==> config.mk <==
export PLATFORM = sky130hd
export DESIGN_NAME = hsv_to_rgb_converter_top
export DESIGN_NICKNAME = d
export VERILOG_FILES = /design/src/hdl/hsv2rgb_pkg.sv /design/src/hdl/hsv2rgb_decode.sv /design/src/hdl/hsv2rgb_scale.sv /design/src/hdl/hsv2rgb_route.sv /design/src/hdl/hsv_to_rgb_converter_top.sv
export SDC_FILE = /design/constraint.sdc
export NUM_CORES = 2
export LEC_CHECK = 0
export ABC_AREA = 0
export BUFFER_PORTS_ARGS = -buffer_cell sky130_fd_sc_hd__buf_2
export CORE_MARGIN = 10
export CORE_UTILIZATION = 60
export CTS_CLUSTER_DIAMETER = 50
export CTS_CLUSTER_SIZE = 25
export DETAILED_ROUTE_END_ITERATION = 10
export PLACE_DENSITY = 0.81
export SLEW_MARGIN = 20
export SYNTH_ARGS = -nofsm -noshare
export SYNTH_HDL_FRONTEND = slang
export SYNTH_HIERARCHICAL = 1
export SYNTH_SLANG_ARGS = --single-unit
==> constraint.sdc <==
create_clock -name clk -period 8 [get_ports clk]
set_clock_uncertainty 0.1 [all_clocks]
set_input_delay 0.4 -clock clk [delete_from_list [all_inputs] [get_ports clk]]
set_output_delay 0.4 -clock clk [all_outputs]
set_load 0.01 [all_outputs]
==> src/hdl/hsv2rgb_pkg.sv <==
// Shared types and constants for the HSV to RGB converter.
// No dependencies; imported by every module of the block.
package hsv2rgb_pkg;

  // Fixed-point format of saturation, value and the color components
  localparam int COMPONENT_FRAC_BITS = 14;
  localparam int COMP_W              = COMPONENT_FRAC_BITS + 1;
  localparam logic [COMP_W-1:0] ONE_FX = COMP_W'(1) << COMPONENT_FRAC_BITS;

  // Input field width and default hue resolution
  localparam int HUE_IN_W           = 16;
  localparam int HUE_FRAC_BITS_DFLT = 8;

  // Registered stages from input to output
  localparam int PIPE_DEPTH = 4;

  // 60-degree sector of the hue circle
  typedef enum logic [2:0] {
    SECT_R_TO_Y = 3'd0,
    SECT_Y_TO_G = 3'd1,
    SECT_G_TO_C = 3'd2,
    SECT_C_TO_B = 3'd3,
    SECT_B_TO_M = 3'd4,
    SECT_M_TO_R = 3'd5
  } sector_t;

  typedef struct packed {
    logic signed [HUE_IN_W-1:0] hue;
    logic signed [15:0]         saturation;
    logic signed [15:0]         brightness;
  } hsv_t;

  typedef struct packed {
    logic [COMP_W-1:0] red;
    logic [COMP_W-1:0] green;
    logic [COMP_W-1:0] blue;
  } rgb_t;

endpackage

==> src/hdl/hsv2rgb_decode.sv <==
// First stage: hue wrap into sector and fraction, clamp of saturation and value.
// Depends on hsv2rgb_pkg.
module hsv2rgb_decode import hsv2rgb_pkg::*; #(
  parameter int HUE_FRAC_BITS = HUE_FRAC_BITS_DFLT
) (
  input  logic                     clk,
  input  logic                     rst,
  input  logic                     in_valid,
  output logic                     in_ready,
  input  hsv_t                     hsv,
  output logic                     out_valid,
  input  logic                     out_ready,
  output logic [COMP_W-1:0]        sat,
  output logic [COMP_W-1:0]        val,
  output sector_t                  sector,
  output logic [HUE_FRAC_BITS-1:0] frac
);

  // Sector index is the hue shifted down, taken modulo 6
  localparam int HiW   = HUE_IN_W - HUE_FRAC_BITS;
  localparam int DigN  = (HiW + 1) / 2;
  localparam int PadW  = 2 * DigN;
  localparam logic [2:0] WrapC = 3'((1 << HiW) % 6);

  logic [PadW-1:0]   hi_pad;
  logic [4:0]        dsum;
  logic [2:0]        dsum2;
  logic [2:0]        m3;
  logic [2:0]        r6;
  logic [2:0]        r6_wrap;
  logic [COMP_W-1:0] sat_next;
  logic [COMP_W-1:0] val_next;

  // Modulo 6 of the sector bits: mod 3 by base-4 digit sum, parity from bit 0,
  // then correct for the weight of the sign bit
  always_comb begin
    hi_pad = PadW'(hsv.hue[HUE_IN_W-1:HUE_FRAC_BITS]);
    dsum   = '0;
    for (int i = 0; i < DigN; i++) begin
      dsum = dsum + 5'(hi_pad[2*i +: 2]);
    end
    dsum2 = 3'(dsum[1:0]) + 3'(dsum[3:2]) + 3'(dsum[4]);
    m3 = dsum2;
    if (m3 >= 3'd6) m3 = m3 - 3'd6;
    if (m3 >= 3'd3) m3 = m3 - 3'd3;
    r6 = (m3[0] == hi_pad[0]) ? m3 : m3 + 3'd3;
    if (hsv.hue[HUE_IN_W-1]) begin
      r6_wrap = (r6 >= WrapC) ? r6 - WrapC : r6 + 3'd6 - WrapC;
    end else begin
      r6_wrap = r6;
    end
  end

  // Clamp saturation and value to 0..1.0
  always_comb begin
    if (hsv.saturation < 0) begin
      sat_next = '0;
    end else if (hsv.saturation > $signed({1'b0, ONE_FX})) begin
      sat_next = ONE_FX;
    end else begin
      sat_next = hsv.saturation[COMP_W-1:0];
    end
    if (hsv.brightness < 0) begin
      val_next = '0;
    end else if (hsv.brightness > $signed({1'b0, ONE_FX})) begin
      val_next = ONE_FX;
    end else begin
      val_next = hsv.brightness[COMP_W-1:0];
    end
  end

  assign in_ready = !out_valid || out_ready;

  always_ff @(posedge clk) begin
    if (rst) begin
      out_valid <= 1'b0;
    end else if (in_ready) begin
      out_valid <= in_valid;
    end
  end

  always_ff @(posedge clk) begin
    if (in_ready && in_valid) begin
      sat    <= sat_next;
      val    <= val_next;
      sector <= sector_t'(r6_wrap);
      frac   <= hsv.hue[HUE_FRAC_BITS-1:0];
    end
  end

endmodule

==> src/hdl/hsv2rgb_scale.sv <==
// Two stages: saturation factors for p, q, t, then scaling by value.
// Depends on hsv2rgb_pkg.
module hsv2rgb_scale import hsv2rgb_pkg::*; #(
  parameter int HUE_FRAC_BITS = HUE_FRAC_BITS_DFLT
) (
  input  logic                     clk,
  input  logic                     rst,
  input  logic                     in_valid,
  output logic                     in_ready,
  input  logic [COMP_W-1:0]        sat,
  input  logic [COMP_W-1:0]        val,
  input  sector_t                  sector,
  input  logic [HUE_FRAC_BITS-1:0] frac,
  output logic                     out_valid,
  input  logic                     out_ready,
  output logic [COMP_W-1:0]        p,
  output logic [COMP_W-1:0]        q,
  output logic [COMP_W-1:0]        t,
  output logic [COMP_W-1:0]        val_out,
  output sector_t                  sector_out
);

  localparam int H     = HUE_FRAC_BITS;
  localparam int SfW   = COMP_W + H;
  localparam int SgW   = COMP_W + H + 1;
  localparam int ProdW = 2 * COMP_W;
  localparam logic [H:0] HueOne = (H+1)'(1) << H;

  // Stage A registers
  logic              valid_a;
  logic              ready_a;
  logic [COMP_W-1:0] val_a;
  sector_t           sector_a;
  logic [COMP_W-1:0] fac_p;
  logic [COMP_W-1:0] fac_q;
  logic [COMP_W-1:0] fac_t;

  logic              ready_b;
  logic [H:0]        frac_inv;
  logic [SfW-1:0]    sf;
  logic [SgW-1:0]    sg;
  logic [ProdW-1:0]  prod_p;
  logic [ProdW-1:0]  prod_q;
  logic [ProdW-1:0]  prod_t;

  assign ready_b  = !out_valid || out_ready;
  assign ready_a  = !valid_a || ready_b;
  assign in_ready = ready_a;

  // s*f and s*(1-f), truncated back to component scale
  always_comb begin
    frac_inv = HueOne - (H+1)'(frac);
    sf       = SfW'(sat) * SfW'(frac);
    sg       = SgW'(sat) * SgW'(frac_inv);
  end

  always_ff @(posedge clk) begin
    if (rst) begin
      valid_a <= 1'b0;
    end else if (ready_a) begin
      valid_a <= in_valid;
    end
  end

  always_ff @(posedge clk) begin
    if (ready_a && in_valid) begin
      val_a    <= val;
      sector_a <= sector;
      fac_p    <= ONE_FX - sat;
      fac_q    <= ONE_FX - sf[H +: COMP_W];
      fac_t    <= ONE_FX - sg[H +: COMP_W];
    end
  end

  // Scale each factor by value, truncating the fraction
  always_comb begin
    prod_p = ProdW'(val_a) * ProdW'(fac_p);
    prod_q = ProdW'(val_a) * ProdW'(fac_q);
    prod_t = ProdW'(val_a) * ProdW'(fac_t);
  end

  always_ff @(posedge clk) begin
    if (rst) begin
      out_valid <= 1'b0;
    end else if (ready_b) begin
      out_valid <= valid_a;
    end
  end

  always_ff @(posedge clk) begin
    if (ready_b && valid_a) begin
      p          <= prod_p[COMPONENT_FRAC_BITS +: COMP_W];
      q          <= prod_q[COMPONENT_FRAC_BITS +: COMP_W];
      t          <= prod_t[COMPONENT_FRAC_BITS +: COMP_W];
      val_out    <= val_a;
      sector_out <= sector_a;
    end
  end

endmodule

==> src/hdl/hsv2rgb_route.sv <==
// Output stage: routes v, p, q, t to red, green, blue by sector.
// Depends on hsv2rgb_pkg.
module hsv2rgb_route import hsv2rgb_pkg::*; (
  input  logic              clk,
  input  logic              rst,
  input  logic              in_valid,
  output logic              in_ready,
  input  logic [COMP_W-1:0] p,
  input  logic [COMP_W-1:0] q,
  input  logic [COMP_W-1:0] t,
  input  logic [COMP_W-1:0] val,
  input  sector_t           sector,
  output logic              rgb_valid,
  input  logic              rgb_stall,
  output rgb_t              rgb
);

  rgb_t rgb_next;

  // Sector routing table
  always_comb begin
    unique case (sector)
      SECT_R_TO_Y: rgb_next = '{red: val, green: t,   blue: p};
      SECT_Y_TO_G: rgb_next = '{red: q,   green: val, blue: p};
      SECT_G_TO_C: rgb_next = '{red: p,   green: val, blue: t};
      SECT_C_TO_B: rgb_next = '{red: p,   green: q,   blue: val};
      SECT_B_TO_M: rgb_next = '{red: t,   green: p,   blue: val};
      SECT_M_TO_R: rgb_next = '{red: val, green: p,   blue: q};
      default:     rgb_next = '{red: val, green: p,   blue: q};
    endcase
  end

  assign in_ready = !rgb_valid || !rgb_stall;

  always_ff @(posedge clk) begin
    if (rst) begin
      rgb_valid <= 1'b0;
    end else if (in_ready) begin
      rgb_valid <= in_valid;
    end
  end

  always_ff @(posedge clk) begin
    if (in_ready && in_valid) begin
      rgb <= rgb_next;
    end
  end

endmodule

==> src/hdl/hsv_to_rgb_converter_top.sv <==
// HSV to RGB converter, top level. Instantiates decode, scale and route stages.
// Depends on hsv2rgb_pkg, hsv2rgb_decode, hsv2rgb_scale, hsv2rgb_route.
//
// Takes one HSV color per transfer and returns one RGB color for it, at a
// sustained rate of one color every cycle while rgb_stall is low. The four
// register stages are hue decode and clamp, saturation products, value
// multiplies and sector routing; a stall on the output holds the last stage and
// fills any empty stages behind it before hsv_stall rises. Hue is in
// 1/2^HUE_FRAC_BITS of a 60-degree sector and wraps over six sectors, negative
// values included. Saturation and value are clamped to 0..1.0 (16384), and the
// outputs use the same scale.
module hsv_to_rgb_converter_top import hsv2rgb_pkg::*; #(
  parameter int HUE_FRAC_BITS = HUE_FRAC_BITS_DFLT
) (
  input  logic clk,
  input  logic rst,
  input  logic hsv_valid,
  output logic hsv_stall,
  input  hsv_t hsv,
  output logic rgb_valid,
  input  logic rgb_stall,
  output rgb_t rgb
);

  logic                     dec_ready;
  logic                     dec_valid;
  logic [COMP_W-1:0]        dec_sat;
  logic [COMP_W-1:0]        dec_val;
  sector_t                  dec_sector;
  logic [HUE_FRAC_BITS-1:0] dec_frac;

  logic                     scl_ready;
  logic                     scl_valid;
  logic [COMP_W-1:0]        scl_p;
  logic [COMP_W-1:0]        scl_q;
  logic [COMP_W-1:0]        scl_t;
  logic [COMP_W-1:0]        scl_val;
  sector_t                  scl_sector;

  logic                     rte_ready;

  assign hsv_stall = !dec_ready;

  hsv2rgb_decode #(
    .HUE_FRAC_BITS (HUE_FRAC_BITS)
  ) u_decode (
    .clk       (clk),
    .rst       (rst),
    .in_valid  (hsv_valid),
    .in_ready  (dec_ready),
    .hsv       (hsv),
    .out_valid (dec_valid),
    .out_ready (scl_ready),
    .sat       (dec_sat),
    .val       (dec_val),
    .sector    (dec_sector),
    .frac      (dec_frac)
  );

  hsv2rgb_scale #(
    .HUE_FRAC_BITS (HUE_FRAC_BITS)
  ) u_scale (
    .clk        (clk),
    .rst        (rst),
    .in_valid   (dec_valid),
    .in_ready   (scl_ready),
    .sat        (dec_sat),
    .val        (dec_val),
    .sector     (dec_sector),
    .frac       (dec_frac),
    .out_valid  (scl_valid),
    .out_ready  (rte_ready),
    .p          (scl_p),
    .q          (scl_q),
    .t          (scl_t),
    .val_out    (scl_val),
    .sector_out (scl_sector)
  );

  hsv2rgb_route u_route (
    .clk       (clk),
    .rst       (rst),
    .in_valid  (scl_valid),
    .in_ready  (rte_ready),
    .p         (scl_p),
    .q         (scl_q),
    .t         (scl_t),
    .val       (scl_val),
    .sector    (scl_sector),
    .rgb_valid (rgb_valid),
    .rgb_stall (rgb_stall),
    .rgb       (rgb)
  );

endmodule

After elaboration in Yosys (flattened, before gate mapping)

Index checks and enable logic that the tools add are counted.

$add $sub $neg: 15
$mul: 5
$lt $le $gt $ge: 7
Eq/ne operators: 5
Mux-type cells: 8
Reduce and logical (&&, ||, !) cells: 17

Operators with widths:

| cell                     | number |
|---|---|
| $pmux W45 S5             | 1 |
| $mul A15 B15 Y29         | 3 |
| $sub A15 B15 Y15 const A | 3 |
| $gt A16 B16 Y1 const B   | 2 |
| $lt A16 B1 Y1 const B    | 2 |
| $mux W15                 | 2 |
| $mul A15 B8 Y23          | 1 |
| $mul A15 B9 Y23          | 1 |
| $mux W3                  | 5 |
| $add A5 B2 Y5            | 2 |
| $sub A3 B3 Y3 const B    | 3 |
| $sub A9 B8 Y9 const A    | 1 |
| $add A2 B2 Y3            | 2 |
| $eq A3 B2 Y1 const B     | 2 |
| $ge A3 B3 Y1 const B     | 2 |
| $logic_not A1 Y1         | 6 |
| $logic_and A1 B1 Y1      | 4 |
| $logic_or A1 B1 Y1       | 4 |
| $reduce_or A2 Y1         | 2 |
| $add A3 B1 Y3            | 1 |
| $add A3 B2 Y3 const B    | 1 |
| $add A3 B3 Y3 const B    | 1 |
| $eq A3 B1 Y1 const B     | 1 |
| $eq A3 B3 Y1 const B     | 1 |
| other kinds (4)          | 4 |

Flip-flop bits (word level): 216
Output and inout bits: 47

Logic depth before layout (Yosys ltp)

Word-level depth: 15
Gate-level depth with buffers: 28

Modules after synthesis

Netlist, hierarchy kept.

Modules (own cells, without submodules):

| module                   | times used | cells an instance | area each (sq um) |
|---|---|---|---|
| hsv2rgb_scale            | 1          | 3,473             | 32,776.4 |
| hsv2rgb_route            | 1          | 290               | 3,220.6 |
| hsv2rgb_decode           | 1          | 138               | 1,959.4 |
| hsv_to_rgb_converter_top | 1          | 1                 | 3.8 |

Worst setup path after synthesis

OpenSTA, ideal clock, no wires.

Kind: register to register
Start: register u_decode.frac[0]
End: register u_scale.fac_t[13], data pin
Setup time: 0.259 ns
Arrival time: 6.403 ns
Data required time: 7.641 ns
Path slack: 1.238 ns
Cell stages (with the launch flop): 26
Clock period less this slack: 6.762 ns
Cells stage by stage: edfxtp_1 buf_2 inv_1 ha_1 nand2_1 or3_1 nor3_1 clkbuf_1 and2_1 fa_1 fa_1 fa_1 inv_1 fa_1 inv_1 ha_1 clkbuf_1 a21o_1 a21oi_1 o21ai_0 a2111oi_0 o32ai_1 or4_1 o21bai_1 a221o_1 xnor2_1

Word-level cells in the longest chain between the ends: 3

Ends and longest elaborated chain:

| item                     | RTL line             | text |
|---|---|---|
| start: declaration       | hsv2rgb_decode.sv:16 | `output logic [HUE_FRAC_BITS-1:0] frac` |
| start signal: assignment | hsv2rgb_decode.sv:87 | `frac <= hsv.hue[HUE_FRAC_BITS-1:0];` |
| $sub A9 B8 Y9            | hsv2rgb_scale.sv:52  | `frac_inv = HueOne - (H+1)'(frac);` |
| $mul A15 B9 Y23          | hsv2rgb_scale.sv:54  | `sg = SgW'(sat) * SgW'(frac_inv);` |
| $sub A15 B15 Y15         | hsv2rgb_scale.sv:71  | `fac_t <= ONE_FX - sg[H +: COMP_W];` |
| end signal: assignment   | hsv2rgb_scale.sv:71  |  |
| end: declaration         | hsv2rgb_scale.sv:36  | `logic [COMP_W-1:0] fac_t;` |

Every way passes these cells.
A chain may end at the register's enable or synchronous reset.

Worst setup path after layout

Start: register u_decode.frac[1]
End: register u_scale.fac_t[13], data pin

Same word-level chain as after synthesis.

==> flow_summary_export.csv <==
group,metric,value,unit
grt,grt_max_degree,77,
clocking,insertion_delay,0.54,ns
logic_synthesis,synth_seq_area_share,17.0,%
sta,tightest_slew,1.06,ns
clocking,tritoncts,"yes",
finish,layout.nets,4969,
logic_synthesis,syn_nets,4971,
clocking,ctsRootBufferMaster,"clkbuf_16",
logic_synthesis,async_flop_share,0,%
clocking,cts_max_level,1,
sta,finalSetupTns,0,ns
setup_path,crit_fanout,16,
sta,finalCritPeriodShare,92.4,%
finish,area_delta_synth_final,5.70,%
clocking,cts_resized,0,
die,die_x,272,µm
placed_design,io_buffers,98,
setup_path,rrSetupSlack,0.61,ns
drt,avgRoutedWirePerCell,19.4,µm
logic_synthesis,synth_flop_cell,"edfxtp_1",
placed_design,post-dp-hpwl,72.3,mm
clocking,cts_buffers,22,
finish,num-fill-cells,4906,
setup_path,cp-end-kind,"register",
setup_path,cp-startpoint,"u_decode/frac[1]",
sta,finalSetupViolCount,0,
drt,avgViaCountPerCell,5.74,
grt,grt_pass1_vias,29007,
sta,timing.final.max_slew_violations,0,
logic_synthesis,ys_ff_latch,216,
setup_path,reg2reg_from,"u_decode/frac[1]",
finish,mostFrequentLayoutCells,"715 x inv_1, 667 x fa_1, 569 x nand2_1",
clocking,cts_hold_buffers,10,
setup_path,cp.required,8.19,ns
placed_design,dpl.cell_count,4712,
hold_path,hold_path_class,"primary input to register",
placed_design,gp_congestion,0.931,
sta,hold_violations,0,
sta,layout_min_cycle_time,7.39,ns
die,coreArea,62900,µm²
die,dieArea,73700,µm²
clocking,clk_pin_slew,0.08,ns
drt,route.vias.total,27330,
drt,firstDrtPassIters,6,
setup_path,r2r_cells,23,
clocking,cts.sinks,216,
sta,rsz0062_at_grt,"false",
flow_run,maxCapViolations,0,
run_status,status,"finished, final reports clean",
finish,mostFrequentLayoutCell,"inv_1",
drt,antenna_left,0,
clocking,cts.path.max_buffers,3,
die,die_y,272,µm
setup_path,worst_ep_arrival_time,7.58,ns
finish,multiInputGateArea,28000,µm²
die,start_util,60.4,%
drt,detail_route.wirelength,92.2,mm
sta,max_freq,0.135,GHz
setup_path,critical_path_class,"register to register",
drt,drt_iter0_drc,2550,
logic_synthesis,ys_warn_count,6,
setup_path,r2r-end,"u_scale/fac_t[13]",
logic_synthesis,syn_avg_cell_area,9.73,µm²
logic_synthesis,syn_area,38000,µm²
setup_path,startpoint_type,"register",
setup_path,crit_end,"u_scale/fac_t[13]",
die,io_pins,99,
grt,antenna_found_initial,3,
sta,maxSlewHeadroom,29.5,%
logic_synthesis,synth_cells,3902,
grt,track_usage,25.4,%
logic_synthesis,yosys.cell_types.count,76,
logic_synthesis,synth_edf_count,212,
grt,grt_pass1_wl,152,mm
die,rows,92,
finish,fin_cells,4762,
finish,regArea,6450,µm²
finish,drive_gt1_share,7.15,%
drt,post-route-drc-count,0,
grt,overflow,0,
clocking,cts_setup_buffers,0,
state kept, by name (all words and copies together) (netlist names), 15 cells and up:
name,cells
u_scale/t,15
u_scale/val_a,15
u_decode/val,15
u_scale/q,15
u_route/rgb,45
u_scale/fac_q,15
u_scale/val_out,15
u_scale/fac_p,15
u_decode/sat,15
u_scale/p,15
u_scale/fac_t,15
worst min-delay path by stage:
stage,startpoint,endpoint,slack [ns],depth (start not counted)
6_report,rgb_stall,u_route/rgb_valid,0.01,3
4_1_cts,rgb_stall,u_route/rgb_valid,0.001,3
3_3_place_gp,u_decode/val[14],u_scale/val_a[14],0.30,0
5_1_grt,rgb_stall,u_route/rgb_valid,0.03,3
2_1_floorplan,u_decode/sector[0],u_scale/sector_a[0],0.30,0
3_5_place_dp,u_decode/val[13],u_scale/val_a[13],0.30,0
routing by layer:
metal  GRT usage, %  wire length, µm
met1           33.8            37100
met2           42.2            44300
met3           4.19             7680
met4           7.69             3080
met5              0               18
cell type report:
class | count | share of cell area (%)
multi-input combinational | 2765 | 69.8
sequential | 216 | 16.1
inverter | 715 | 6.69
timing repair buffer | 180 | 2.85
tap | 846 | 2.64
clock buffer | 25 | 1.48
clock inverter | 14 | 0.449
antenna | 1 | 0.00624
worst max-delay path, cell delays in order (launching register included):
cell and delay [ns]:
edfxtp_1 0.70, inv_1 0.15, ha_1 0.24, nand2_1 0.09, xor2_1 0.43, buf_4 0.25
and2_1 0.17, fa_1 0.45, fa_1 0.52, fa_1 0.50, inv_1 0.05, fa_1 0.47
inv_1 0.04, ha_1 0.38, a21o_1 0.24, a21oi_1 0.11, o21ai_0 0.16, a2111oi_0 0.62
o32ai_1 0.19, or4_1 0.57, o21bai_1 0.22, nor3b_1 0.25, a221o_1 0.16, xnor2_1 0.06
through the flow:
stage,worst slack (ns),instance area [µm²],hold slack (ns),util (%)
floorplan,1.24,38000,0.300,-
global placement,0.916,39200,0.302,62.4
detailed placement,0.682,39200,0.305,62.4
CTS,0.666,40100,0.00109,63.8
global route,0.110,40100,0.0319,63.8
finish,0.612,40100,0.0114,63.8
synth_stat cells, types with 5 or more instances:
library cell	count	area (µm²)
or2_2	8	50.1
mux2_4	19	285
o221ai_1	18	158
edfxtp_1	212	6370
nor2_1	85	319
fa_1	667	13400
buf_1	5	18.8
nand4_1	14	87.6
a22oi_1	18	135
buf_2	8	40.0
a221oi_1	6	52.6
buf_4	7	52.6
o21ai_0	46	230
o211ai_1	5	37.5
a211oi_1	23	173
clkbuf_1	184	691
and3_1	8	50.1
a31oi_1	12	75.1
o31ai_1	6	45.0
nand2_1	569	2140
nor3b_1	5	37.5
a21oi_1	53	265
nor4_1	14	87.6
nand2b_1	14	87.6
or3_1	8	50.1
a21o_1	39	293
and2_1	453	2830
xnor2_1	82	718
mux2i_1	35	350
nand3_1	23	115
xor2_1	35	307
mux2_2	30	338
o21bai_1	6	45.0
o21a_1	11	82.6
inv_1	715	2680
nor3_1	30	150
ha_1	350	4380
nor2b_1	14	87.6
a2111oi_0	7	61.3
logic make-up after synthesis:
| kind of cell | share of synthesized area, % |
|---|---|
| fa+ha+maj | 46.7 |
| simple gates | 16.4 |
| mux | 2.59 |
| buf+inv | 9.24 |
| xor+xnor | 2.70 |
| flops | 17.0 |
| compound gates | 5.35 |
Power is left out: the tool's default activity adds up to more than one toggle a clock period on the data nets, which glitch-free logic cannot reach.
